===== config.mk =====
export PLATFORM = sky130hd
export DESIGN_NAME = amm_swap_mul_cell
export DESIGN_NICKNAME = d
export VERILOG_FILES = /design/src/hdl/amm_swap_output_unit_assert.svh /design/src/hdl/amm_swap_pkg.sv /design/src/hdl/amm_swap_mul_cell.sv
export SDC_FILE = /design/constraint.sdc
export NUM_CORES = 2
export LEC_CHECK = 0
export BUFFER_PORTS_ARGS = -buffer_cell sky130_fd_sc_hd__buf_2
export CORE_ASPECT_RATIO = 1.4
export CORE_MARGIN = 5
export CORE_UTILIZATION = 45
export CTS_CLUSTER_DIAMETER = 80
export DETAILED_ROUTE_END_ITERATION = 10
export PLACE_DENSITY = 0.65
export SYNTH_ARGS = -nofsm -noshare
export SYNTH_HDL_FRONTEND = slang
export SYNTH_SLANG_ARGS = --single-unit

===== constraint.sdc =====
create_clock -name clk -period 26.5 [get_ports clk]
set_clock_uncertainty 0.15 [all_clocks]
set_input_delay 5.3 -clock clk [delete_from_list [all_inputs] [get_ports clk]]
set_output_delay 5.3 -clock clk [all_outputs]
set_load 0.02 [all_outputs]

===== src/hdl/amm_swap_output_unit_assert.svh =====
// Assertion macros for the swap quote unit.
// Needs a clock named clk and a reset named rst in the including module.
`ifndef AMM_SWAP_OUTPUT_UNIT_ASSERT_SVH
`define AMM_SWAP_OUTPUT_UNIT_ASSERT_SVH

// Same-cycle implication.
`define AMS_ASSERT_NOW(label, ante, cons, msg) \
  label: assert property (@(posedge clk) disable iff (rst) (ante) |-> (cons)) else $error(msg);

// Next-cycle implication.
`define AMS_ASSERT_NEXT(label, ante, cons, msg) \
  label: assert property (@(posedge clk) disable iff (rst) (ante) |=> (cons)) else $error(msg);

`endif


===== src/hdl/amm_swap_pkg.sv =====
// Shared widths, payload structs and status codes of the swap quote unit.
// No dependencies.
package amm_swap_pkg;

  localparam int AMOUNT_WIDTH = 64;
  localparam int FIELD_W      = 64;
  localparam int FEE_W        = 10;
  localparam int OUT_W        = 63;
  localparam logic [FEE_W-1:0] FEE_SCALE = 10'd1000;

  localparam int MAG_W = AMOUNT_WIDTH - 1;        // magnitude of a positive amount
  localparam int TW    = MAG_W + FEE_W;           // amount_in * (1000 - fee)
  localparam int DW    = TW + 1;                  // divisor
  localparam int NW    = TW + MAG_W;              // numerator
  localparam int QW    = MAG_W;                   // quotient bits, one divider cell each
  localparam int DIG_W = 16;                      // multiplier digit of reserve_out
  localparam int NDIG  = (MAG_W + DIG_W - 1) / DIG_W;
  localparam int RW    = NDIG * DIG_W;
  localparam int PW    = TW + DIG_W;

  typedef enum logic [1:0] {
    STATUS_OK          = 2'd0,
    STATUS_BAD_OPERAND = 2'd1,
    STATUS_BAD_FEE     = 2'd2,
    STATUS_OVERFLOW    = 2'd3
  } status_t;

  typedef struct packed {
    logic signed [FIELD_W-1:0] amount_in;
    logic signed [FIELD_W-1:0] reserve_in;
    logic signed [FIELD_W-1:0] reserve_out;
    logic        [FEE_W-1:0]   fee_milli;
  } req_t;

  typedef struct packed {
    logic [OUT_W-1:0] amount_out;
    status_t          status;
  } res_t;

  // Multiplier chain payload: Horner accumulation over digits of reserve_out.
  typedef struct packed {
    status_t         status;
    logic [TW-1:0]   t;
    logic [DW-1:0]   den;
    logic [RW-1:0]   rout;
    logic [NW-1:0]   acc;
  } mul_t;

  // Divider chain payload: numerator bits shift out of nq as quotient bits shift in.
  typedef struct packed {
    status_t         status;
    logic [DW-1:0]   den;
    logic [DW-1:0]   rem;
    logic [QW-1:0]   nq;
  } div_t;

endpackage


===== src/hdl/amm_swap_mul_cell.sv =====
// One multiplier cell: folds the next 16-bit digit of reserve_out into the product.
// Depends on amm_swap_pkg.
module amm_swap_mul_cell (
  input  logic               clk,
  input  logic               rst,
  input  logic               advance,
  input  logic               valid_in,
  input  amm_swap_pkg::mul_t d_in,
  output logic               valid_out,
  output amm_swap_pkg::mul_t d_out
);

  logic [amm_swap_pkg::DIG_W-1:0] digit;
  logic [amm_swap_pkg::PW-1:0]    prod;
  amm_swap_pkg::mul_t             d_next;

  always_comb begin
    digit  = d_in.rout[amm_swap_pkg::RW-1 -: amm_swap_pkg::DIG_W];
    prod   = amm_swap_pkg::PW'(d_in.t) * amm_swap_pkg::PW'(digit);
    d_next = d_in;
    d_next.acc  = (d_in.acc << amm_swap_pkg::DIG_W) + amm_swap_pkg::NW'(prod);
    d_next.rout = d_in.rout << amm_swap_pkg::DIG_W;
  end

  always_ff @(posedge clk) begin
    if (rst) begin
      valid_out <= 1'b0;
    end else if (advance) begin
      valid_out <= valid_in;
    end
  end

  always_ff @(posedge clk) begin
    if (advance) begin
      d_out <= d_next;
    end
  end

endmodule


# [Yosys cells after proc, flatten, opt, wreduce, memory -nomap -nowiden]
# Cells that the tools add are included.
[totals] reg_bits=334 wordCells=8 out_inout_bits=350 in_bits=353
[classes] mul=1 add_sub_neg=1
[ops] op="$add A136 B89 Y136" count=1
[ops] op="$mul A73 B16 Y89" count=1

# [Depth between registers and ports, before layout]
[depth] ltp_word=2 ltp_mapped=28 ltp_nobuf=24

# [Least setup slack after synthesis]
# No wires, ideal clock.
[synth_path] kind="input to register" from="input d_in[185] (netlist name)" to="register d_out[103] (netlist name), data pin" n_path_buf=4 setup_time_ns=0.266 cell_stages=27 path_slack_ns=14.548 required_time_ns=26.084 arrival_time_ns=11.536 cell_sequence="clkbuf_1 > clkbuf_1 > nand2_1 > fa_1 > inv_1 > fa_1 > inv_1 > fa_1 > inv_1 > fa_1 > fa_1 > inv_1 > fa_1 > inv_1 > ha_1 > clkbuf_1 > a21o_1 > a21o_1 > a21o_1 > nor3_1 > a21oi_1 > a21boi_0 > o31ai_4 > a221oi_2 > buf_4 > nor3_1 > xor2_1"
[synth_lines] element="start, declared" line_no="amm_swap_mul_cell.sv:8" source="input amm_swap_pkg::mul_t d_in,"
[synth_lines] element="end signal, assigned" line_no="amm_swap_mul_cell.sv:35" source="d_out <= d_next;"
[synth_lines] element="end, declared" line_no="amm_swap_mul_cell.sv:10" source="output amm_swap_pkg::mul_t d_out"

==> impl_metrics.csv <==
group,metric,value,unit
critical_path,cp_common_cell,"fa_1",
grt,first_global_vias,41700,
grt,antenna_found_initial,17,
sta,setup_viol,0,
logic_synthesis,synthDistinctLibCells,69,
route,met2_length,85.4,mm
logic_synthesis,seq_area_frac_synth,20.0,%
placed_design,post-dp-hpwl,126,mm
logic_synthesis,synth_ff_type,"edfxtp_1",
grt,grt_first_pass_wirelength,245,mm
final_layout,multi_input_area,33900,um2
critical_path,crit_path_start_kind,"primary input",
route,vias,37700,
logic_synthesis,yosysWarnings,0,
sta,setup_tns,0,ns
final_layout,drive_gt1_share,13.8,%
placed_design,portBuffers,670,
clock_network,clock_sinks,334,
critical_path,crit_path_max_fanout,55,
final_layout,n_fill_cell,10400,
sta,min_period,13.76,ns
sta,tightestPinTransition,1.13,ns
final_layout,seq_area,10000,um2
clock_network,root_buffer,"clkbuf_16",
sta,fmax,72.7,MHz
critical_path,slowest_stage,"buf_4",
die,die_h,405,um
run_status,status,"finished clean",
route,met3_length,11.1,mm
grt,grt-ovfl-total,0,
clock_network,clk_path_buf_depth,3,
critical_path,crit_buf_inv,9,
final_layout,layout_commonest_cell,"inv_1",
critical_path,path_delay_family,"adder cells",
critical_path,crit_arrival,13.95,ns
die,fp.dieW,292,um
critical_path,worstSetupEndpointType,"flip-flop",
logic_synthesis,synth_edf_count,333,
final_layout,mostFrequentLayoutCells,"inv_1, fa_1, nand2_1",
die,design.core.area,110000,um2
die,fp-row-count,144,
critical_path,crit_type,"in2reg",
die,io_pins,703,
clock_network,clk_latency,0.61,ns
logic_synthesis,avgSynthCellArea,9.64,um2
critical_path,cp.required,26.69,ns
route,wl_per_cell,22.3,um
critical_path,slowest_delay,0.77,ns
logic_synthesis,ys_ff_latch,334,
grt,grt_max_degree,120,
route,wl_met1,53.8,mm
route,ant_nets,0,
route,top_layer,"met5",
placed_design,gp_congestion,0.927,
final_layout,nets,7270,
sta,slew_headroom,24.8,%
clock_network,cts-resized-gates,0,
job,maxCapViolCount,0,
logic_synthesis,netlist_instances,5191,
die,die_area,118000,um2
final_layout,final_core_util,50.7,%
route,remaining_drc_errors,0,
hold_path,hold_path.class,"reg2reg",
grt,track_usage,27.1,%
logic_synthesis,syn-cell-area,50100,um2
final_layout,areaGrowthSynthToFinish,11.6,%
route,drt_iter0_markers,2539,
clock_network,cts_htree_levels,2,
route,firstDrtPassIters,6,
clock_network,cts_buffers,41,
clock_network,cts_tree,"yes",
logic_synthesis,async_reset_ff_share,0,%
route,routed_wl,160,mm
sta,slew_violations,0,
route,viasPerCell,5.25,
clock_network,post_cts_buffers,0,
clock_network,clk_pin_slew_worst_paths,0.07,ns
clock_network,cts_hold_buf,0,
sta,rsz0062_at_grt,"no",
die,start_util,45.4,%
sta,period_share,51.9,%
sta,hold_violations,0,
[final timing paths]
path / cells after the start / end / start / slack [ns]
worst min register to register: 2 / valid_out$_SDFFE_PP0P_ / valid_out$_SDFFE_PP0P_ / 0.35
worst max register to register: 2 / valid_out$_SDFFE_PP0P_ / valid_out$_SDFFE_PP0P_ / 25.77
worst min-delay path: 2 / valid_out$_SDFFE_PP0P_ / valid_out$_SDFFE_PP0P_ / 0.35
worst max-delay path: 27 / d_out[130]$_DFFE_PP_ / d_in[185] / 12.74
[state kept, by name, indices dropped and copies added (netlist names)]
name       cells
d_out        333
valid_out      1
[cell type report]
type                       instances  area share [%]
antenna                            9          0.0403
clock buffer                      48            1.92
clock inverter                    28           0.665
inverter                        1349            9.06
multi-input combinational       3250            60.7
sequential                       334            17.9
tap                             1460            3.27
timing repair buffer             699            6.42
[logic make-up (layout without fill, tap and decap cells)]
kind of cell	count (synthesis)	in the layout	synth area share, %
buf+inv	1622	2124	12.4
simple gates	1528	1528	14.0
fa+ha+maj	1242	1242	47.0
flops	334	334	20.0
compound gates	332	332	4.30
xor+xnor	131	131	2.29
other cells	1	25	0.00749
mux	1	1	0.0200
[synthesized netlist by cell type (3+ instances only)]
master | count | area [um2]
nand3_1 | 32 | 160
nand2_1 | 952 | 3570
fa_1 | 1065 | 21300
o31ai_1 | 7 | 52.6
a21o_1 | 47 | 353
a221oi_1 | 4 | 35.0
and3_1 | 18 | 113
a21oi_1 | 114 | 571
nand4_1 | 58 | 363
a211oi_1 | 8 | 60.1
edfxtp_1 | 333 | 10000
inv_1 | 1349 | 5060
nor4_2 | 6 | 75.1
xnor2_1 | 70 | 613
o21bai_1 | 16 | 120
a31oi_1 | 9 | 56.3
o221ai_1 | 8 | 70.1
o211ai_1 | 10 | 75.1
clkbuf_1 | 235 | 882
o21ai_1 | 4 | 20.0
buf_4 | 17 | 128
o21ai_2 | 3 | 26.3
nor2_1 | 61 | 229
o21a_1 | 18 | 135
or3_1 | 9 | 56.3
a21boi_0 | 4 | 30.0
nor4_1 | 3 | 18.8
xor2_1 | 61 | 534
and2_1 | 336 | 2100
nand2b_1 | 7 | 43.8
buf_2 | 19 | 95.1
and4_1 | 4 | 35.0
nor3_1 | 27 | 135
o21ai_0 | 52 | 260
nor2b_1 | 6 | 37.5
ha_1 | 177 | 2210
[metal layers]
layer / up-vias / GRT usage (%)
li1: 16200 / -
met4: 10 / 13.2
met2: 1619 / 50.8
met3: 405 / 4.31
met1: 19500 / 29.9
met5: - / 0
[worst register-to-register path: cells and delay by family (launching register included)]
| kind | cells | cell delay (ns) |
|---|---|---|
| multiplexers | 1 | 0.12 |
| AND/OR/NAND/NOR | 1 | 0.05 |
| flip-flops | 1 | 0.31 |
[metrics by stage]
stage	instance area (um2)	hold WS [ns]	worst slack [ns]	cells
after floorplan	50100	0.429	14.55	5206
final	55900	0.352	12.74	7177
after detailed placement	54400	0.336	12.19	7092
after CTS	55900	0.353	12.82	7168
after global placement	54400	0.323	12.23	7092
after global routing	55900	0.376	12.43	7169
Power is not shown: default switching activity piles up to over one toggle a cycle in this logic, so the estimate is an artifact.
