==> src/hdl/amm_swap_output_unit_assert.svh <==
// Assertion macros for the swap quote unit.
// Needs a clock named clk and a reset named rst in the including module.
`ifndef AMM_SWAP_OUTPUT_UNIT_ASSERT_SVH
`define AMM_SWAP_OUTPUT_UNIT_ASSERT_SVH

// Same-cycle implication.
`define AMS_ASSERT_NOW(label, ante, cons, msg) \
  label: assert property (@(posedge clk) disable iff (rst) (ante) |-> (cons)) else $error(msg);

// Next-cycle implication.
`define AMS_ASSERT_NEXT(label, ante, cons, msg) \
  label: assert property (@(posedge clk) disable iff (rst) (ante) |=> (cons)) else $error(msg);

`endif

==> src/hdl/amm_swap_pkg.sv <==
// Shared widths, payload structs and status codes of the swap quote unit.
// No dependencies.
package amm_swap_pkg;

  localparam int AMOUNT_WIDTH = 64;
  localparam int FIELD_W      = 64;
  localparam int FEE_W        = 10;
  localparam int OUT_W        = 63;
  localparam logic [FEE_W-1:0] FEE_SCALE = 10'd1000;

  localparam int MAG_W = AMOUNT_WIDTH - 1;        // magnitude of a positive amount
  localparam int TW    = MAG_W + FEE_W;           // amount_in * (1000 - fee)
  localparam int DW    = TW + 1;                  // divisor
  localparam int NW    = TW + MAG_W;              // numerator
  localparam int QW    = MAG_W;                   // quotient bits, one divider cell each
  localparam int DIG_W = 16;                      // multiplier digit of reserve_out
  localparam int NDIG  = (MAG_W + DIG_W - 1) / DIG_W;
  localparam int RW    = NDIG * DIG_W;
  localparam int PW    = TW + DIG_W;

  typedef enum logic [1:0] {
    STATUS_OK          = 2'd0,
    STATUS_BAD_OPERAND = 2'd1,
    STATUS_BAD_FEE     = 2'd2,
    STATUS_OVERFLOW    = 2'd3
  } status_t;

  typedef struct packed {
    logic signed [FIELD_W-1:0] amount_in;
    logic signed [FIELD_W-1:0] reserve_in;
    logic signed [FIELD_W-1:0] reserve_out;
    logic        [FEE_W-1:0]   fee_milli;
  } req_t;

  typedef struct packed {
    logic [OUT_W-1:0] amount_out;
    status_t          status;
  } res_t;

  // Multiplier chain payload: Horner accumulation over digits of reserve_out.
  typedef struct packed {
    status_t         status;
    logic [TW-1:0]   t;
    logic [DW-1:0]   den;
    logic [RW-1:0]   rout;
    logic [NW-1:0]   acc;
  } mul_t;

  // Divider chain payload: numerator bits shift out of nq as quotient bits shift in.
  typedef struct packed {
    status_t         status;
    logic [DW-1:0]   den;
    logic [DW-1:0]   rem;
    logic [QW-1:0]   nq;
  } div_t;

endpackage

==> src/hdl/amm_swap_div_cell.sv <==
// One restoring-division cell: resolves one quotient bit, most significant first.
// Depends on amm_swap_pkg.
module amm_swap_div_cell (
  input  logic               clk,
  input  logic               rst,
  input  logic               advance,
  input  logic               valid_in,
  input  amm_swap_pkg::div_t d_in,
  output logic               valid_out,
  output amm_swap_pkg::div_t d_out
);

  logic [amm_swap_pkg::DW:0]   trial;
  logic [amm_swap_pkg::DW+1:0] diff;
  logic                        fit;
  amm_swap_pkg::div_t          d_next;

  always_comb begin
    trial  = {d_in.rem, d_in.nq[amm_swap_pkg::QW-1]};
    diff   = {1'b0, trial} - {2'b00, d_in.den};
    fit    = ~diff[amm_swap_pkg::DW+1];
    d_next = d_in;
    // keep the difference when the divisor fits, otherwise restore
    d_next.rem = fit ? diff[amm_swap_pkg::DW-1:0] : trial[amm_swap_pkg::DW-1:0];
    d_next.nq  = {d_in.nq[amm_swap_pkg::QW-2:0], fit};
  end

  always_ff @(posedge clk) begin
    if (rst) begin
      valid_out <= 1'b0;
    end else if (advance) begin
      valid_out <= valid_in;
    end
  end

  always_ff @(posedge clk) begin
    if (advance) begin
      d_out <= d_next;
    end
  end

endmodule

==> config.mk <==
export PLATFORM = sky130hd
export DESIGN_NAME = amm_swap_div_cell
export DESIGN_NICKNAME = d
export VERILOG_FILES = /design/src/hdl/amm_swap_output_unit_assert.svh /design/src/hdl/amm_swap_pkg.sv /design/src/hdl/amm_swap_div_cell.sv
export SDC_FILE = /design/constraint.sdc
export NUM_CORES = 1
export LEC_CHECK = 0
export ABC_CLOCK_PERIOD_IN_PS = 3750
export BUFFER_PORTS_ARGS = -buffer_cell sky130_fd_sc_hd__buf_2
export CAP_MARGIN = 25
export CORE_ASPECT_RATIO = 1.5
export CORE_MARGIN = 2
export CORE_UTILIZATION = 45
export CTS_CLUSTER_SIZE = 40
export DETAILED_ROUTE_END_ITERATION = 7
export GPL_TIMING_DRIVEN = 0
export PLACE_DENSITY_LB_ADDON = 0.2
export SLEW_MARGIN = 20
export SYNTH_ARGS = -nofsm -noshare
export SYNTH_HDL_FRONTEND = slang
export SYNTH_SLANG_ARGS = --single-unit
==> constraint.sdc <==
create_clock -name clk -period 3.75 [get_ports clk]
set_input_delay 0 -clock clk [delete_from_list [all_inputs] [get_ports clk]]
set_output_delay 0 -clock clk [all_outputs]
set_load 0.01 [all_outputs]
# --- Word-level counts from Yosys, hierarchy flattened ---
# Cells that the tools add are included.
word_totals:
  regBits: 214
  inputBits: 217
  output_inout_bits: 214
  wordCells: 8
classes:
  n_addsub: 1
  muxes: 1
  bitwise: 1
op_table:
  columns: ["op", "count"]
  rows:
  - ["subtractor 75 x 74 -> 76 bit", 1]
  - ["two-way mux 74 bit", 1]
  - ["NOT 1 bit", 1]

# --- Logic depth before layout (Yosys ltp) ---
depth:
  ltp_word: 2
  mapped_depth: 14
  mapped_depth_nobuf: 13

# --- Least setup slack after synthesis ---
# OpenSTA, ideal clock, no wires.
synth_path:
  kind: "input to register"
  from: "in d_in[149] (netlist bit)"
  to: "reg d_out[136] (netlist bit), data pin"
  setup_time_ps: 270
  t_arrival_ps: 2485
  t_required_ps: 3480
  slack_ps: 995
  stages: 14
  n_path_buf: 2
  cell_sequence: "inv_1 > ha_1 > buf_6 > a21oi_2 > nor2_1 > or4_1 > o2111a_1 > nor4b_4 > nor2_2 > a31oi_4 > inv_2 > buf_4 > o311ai_0 > nand3_1"
synth_lines:
  columns: ["item", "line", "text"]
  rows:
  - ["start: declaration", "amm_swap_div_cell.sv:8", "input amm_swap_pkg::div_t d_in,"]
  - ["end signal: assignment", "amm_swap_div_cell.sv:38", "d_out <= d_next;"]
  - ["end: declaration", "amm_swap_div_cell.sv:10", "output amm_swap_pkg::div_t d_out"]

==> results.ini <==
[outcome]
outcome = complete, but fails checks
violations = hold timing

[worst_hold_path]
min-delay-start = d_in[63]
min_delay_path_depth = 3
holdPathEnd = d_out[64]$_DFFE_PP_
holdCritPathClass = in -> reg

[pwr]
total_power_mw = 7.382
power_frac_clock = 0.320
p_sw_mw = 2.208
p_seq_frac = 0.409
swShare = 0.2991
internal-power_mw = 5.174
power_frac_comb = 0.271
peakVddDrop_v = 0.0003792
p_leak_nw = 7.980
power.density_nw_per_um2 = 408.8

[timing]
maxSlewHeadroom = 0.3832
fin_skew_ns = 0
setup_viol = 0
final-max-slew-violation-count = 0
hold_viol = 1
max_freq_mhz = 277.1
tightest_slew_ns = 0.9182
worst_hold_slack_ns = -0.003588
rsz0062_at_grt = true
timing.final.crit_period_ns = 3.609
fin_crit_sh = 0.9624

[worst_setup_path]
r2r_cells = 3
setup.worst_path.start_class = input port
crit_arrival_ns = 3.85
crit_fanout = 10
r2r_end = valid_out$_SDFFE_PP0P_
crit_path_end_kind = flop
crit_required_ns = 3.99
regToRegSetupSlack_ns = 2.61
rr_startpoint = valid_out$_SDFFE_PP0P_
critical_path_class = in -> reg

[detailed_routing]
vias_per_cell = 5.399
drt_iter0_drc = 938
antenna_left = 0
dr_total_vias = 12138
drc_errors = 0
wl_per_cell_um = 20.13
drtPass1Iterations = 5
wirelength_um = 45260

[final_layout]
final_util = 0.6633
n_antenna_cell = 0
syn_to_final_growth_pct = 44.97
final_layout_size_suffix_gt1_frac = 0.2655
design_area_sq_um = 18050
final_nets = 2183

[logic_synthesis]
seq_area_frac_synth = 0.5152
synth_area_leaders = edfxtp_1 (51%), ha_1 (7.4%), o21ai_0 (4.8%)
synthCells = 1217
synth_top_family_by_area = compound AO/OA/AOI/OAI gates
synthMuxAreaShare = 0.005224
syn_nets = 1509
synth_most_common_cell = edfxtp_1
synthSimpleGateAreaFrac = 0.1303
synth_cell_types = 64
syn_area_sq_um = 12450
yosysTopAreaCell = edfxtp_1
synth_ff_type = edfxtp_1
synthTopCellsByCount = edfxtp_1 (213), nand2_1 (153), o21ai_0 (119)
synthAdderAreaFrac = 0.07595
synthArstFlopShare = 0
yosys_warnings = 0
synth-compound-area-share = 0.1835
syn_area_per_cell_sq_um = 10.23
synth_top_area_share = 0.5136
synth_xor_xnor_area_share = 0.04149
synth_edf_count = 213
synth_seq_cells = 214

[grt]
grt_max_degree = 107
grt_usage = 0.2992
grt_pass1_vias = 12465
grt_pass1_wl_um = 67730
antenna_found_initial = 0
grt_remaining_overflow = 0

[placed_design]
hpwl_um = 33670
placed_cell_area_sq_um = 15100
port_buffers = 430
gp_congestion = 0.9232

[cts]
clk_latency_ns = 0.52
ctsLongestPathBuffers = 3
cts_tree = yes
clock-root-buffer = clkbuf_16
cts_buffers = 22
cts_max_level = 1
clock_sinks = 214
path_clk_slew_ns = 0.06

[floorplanning]
fp.dieH_um = 207.8
initial_core_util = 0.4575
die_area_sq_um = 29050
die_width_um = 139.8
core_area_sq_um = 27220
pin_count = 431
rows = 74

[run]
drv_cap = 0

## worst max-delay path, stage by stage
cell and delay [ns]:
dlygate4sd3_1 0.56, buf_2 0.14, ha_1 0.39, a21oi_2 0.23
o22ai_1 0.14, or4_1 0.51, o2111a_1 0.35, nor4b_4 0.33
nor2_2 0.16, a31oi_4 0.29, buf_4 0.19, clkbuf_1 0.33
o21ai_0 0.21
## cell type report
type                    count  area, sq um
clock buffers              26        586.8
plain buffers              49        227.7
inverters                 101        379.1
flip-flops and latches    214         6416
multi-input cells         853         5441
clock inverters            13        181.4
repair buffers            650         4394
fillers                  2132         9166
well taps                 342        427.9
## registers in the layout, indices dropped and copies added (netlist names)
signal,flops
d_out,213
valid_out,1
## worst max-delay path by stage
stage,startpoint,end,slack (ns),cells past startpoint
floorplan,d_in[149],d_out[136]$_DFFE_PP_,0.99,14
global placement,d_in[62],d_out[125]$_DFFE_PP_,-0.34,14
detailed placement,d_in[62],d_out[129]$_DFFE_PP_,-0.35,14
CTS,d_in[154],d_out[125]$_DFFE_PP_,0.008,14
global route,d_in[143],d_out[84]$_DFFE_PP_,-0.005,14
finish,d_in[68],d_out[85]$_DFFE_PP_,0.14,13
## per-stage QoR
step	setup WS [ns]	hold slack, ns	TNS, ns	instances
CTS	0.007750	-0.3343	0	2242
global route	-0.004859	0.02987	-0.004859	2248
detailed placement	-0.3545	0.1662	-1.454	1991
global placement	-0.3438	0.1578	-18.15	1989
finish	0.1409	-0.003588	0	2248
floorplan	0.9948	0.07238	0	1217
## metal layers
layer	up-vias	GRT usage	share of wire
met4	0	0.1552	0.059
met3	132	0.07059	0.075
met5	-	0	0
li1	5827	-	-
met1	5667	0.3157	0.35
met2	512	0.5472	0.51
## repair_timing
item | in CTS | in global routing
hold buffers | 212 | 4
setup endpoints to repair | 0 | 16
buffers inserted | 0 | 2
hold endpoints to repair | 233 | 3
gates resized for setup | 0 | 7
## cell usage in the layout (no fill, tap or decap), drive strengths merged, types with 4 or more instances in the layout
master / synthesis / routed
buf: 14 / 447
dlygate4sd3: 0 / 216
edfxtp: 213 / 213
nand2: 153 / 153
o21ai: 119 / 119
a21oi: 104 / 104
inv: 101 / 103
ha: 74 / 74
nor2: 69 / 69
clkbuf: 35 / 62
a21o: 35 / 35
xnor2: 32 / 32
nor3: 28 / 28
nand4: 27 / 27
xor2: 27 / 27
a211oi: 17 / 17
o21bai: 16 / 16
nand3: 13 / 13
o21a: 12 / 12
and4: 9 / 9
o211ai: 9 / 9
a31oi: 9 / 9
nor4: 8 / 8
o31ai: 8 / 8
or3: 7 / 7
a21boi: 7 / 7
nand2b: 6 / 6
o2111ai: 5 / 5
or2: 4 / 4
and2: 4 / 4
mux2: 4 / 4
a2111oi: 4 / 4
bufinv: 0 / 4
clkinv: 0 / 4
## power groups by stage
stage,registers (mW),clock network [mW],logic (mW)
CTS,3.01,2.41,1.97
floorplan,3.22,0,0.853
global route,3.04,2.49,2.18
global placement,3.07,0,1.76
finish,3.02,2.36,2.00
detailed placement,3.06,0,1.78
## cell families (layout without fill, tap and decap cells)
| group | Yosys count | count (layout) |
|---|---|---|
| flops | 214 | 214 |
| fa+ha+maj | 75 | 75 |
| simple gates | 343 | 343 |
| buf+inv | 150 | 839 |
| xor+xnor | 59 | 59 |
| mux | 6 | 6 |
| compound gates | 370 | 370 |
(Power assumes the default switching activity.)
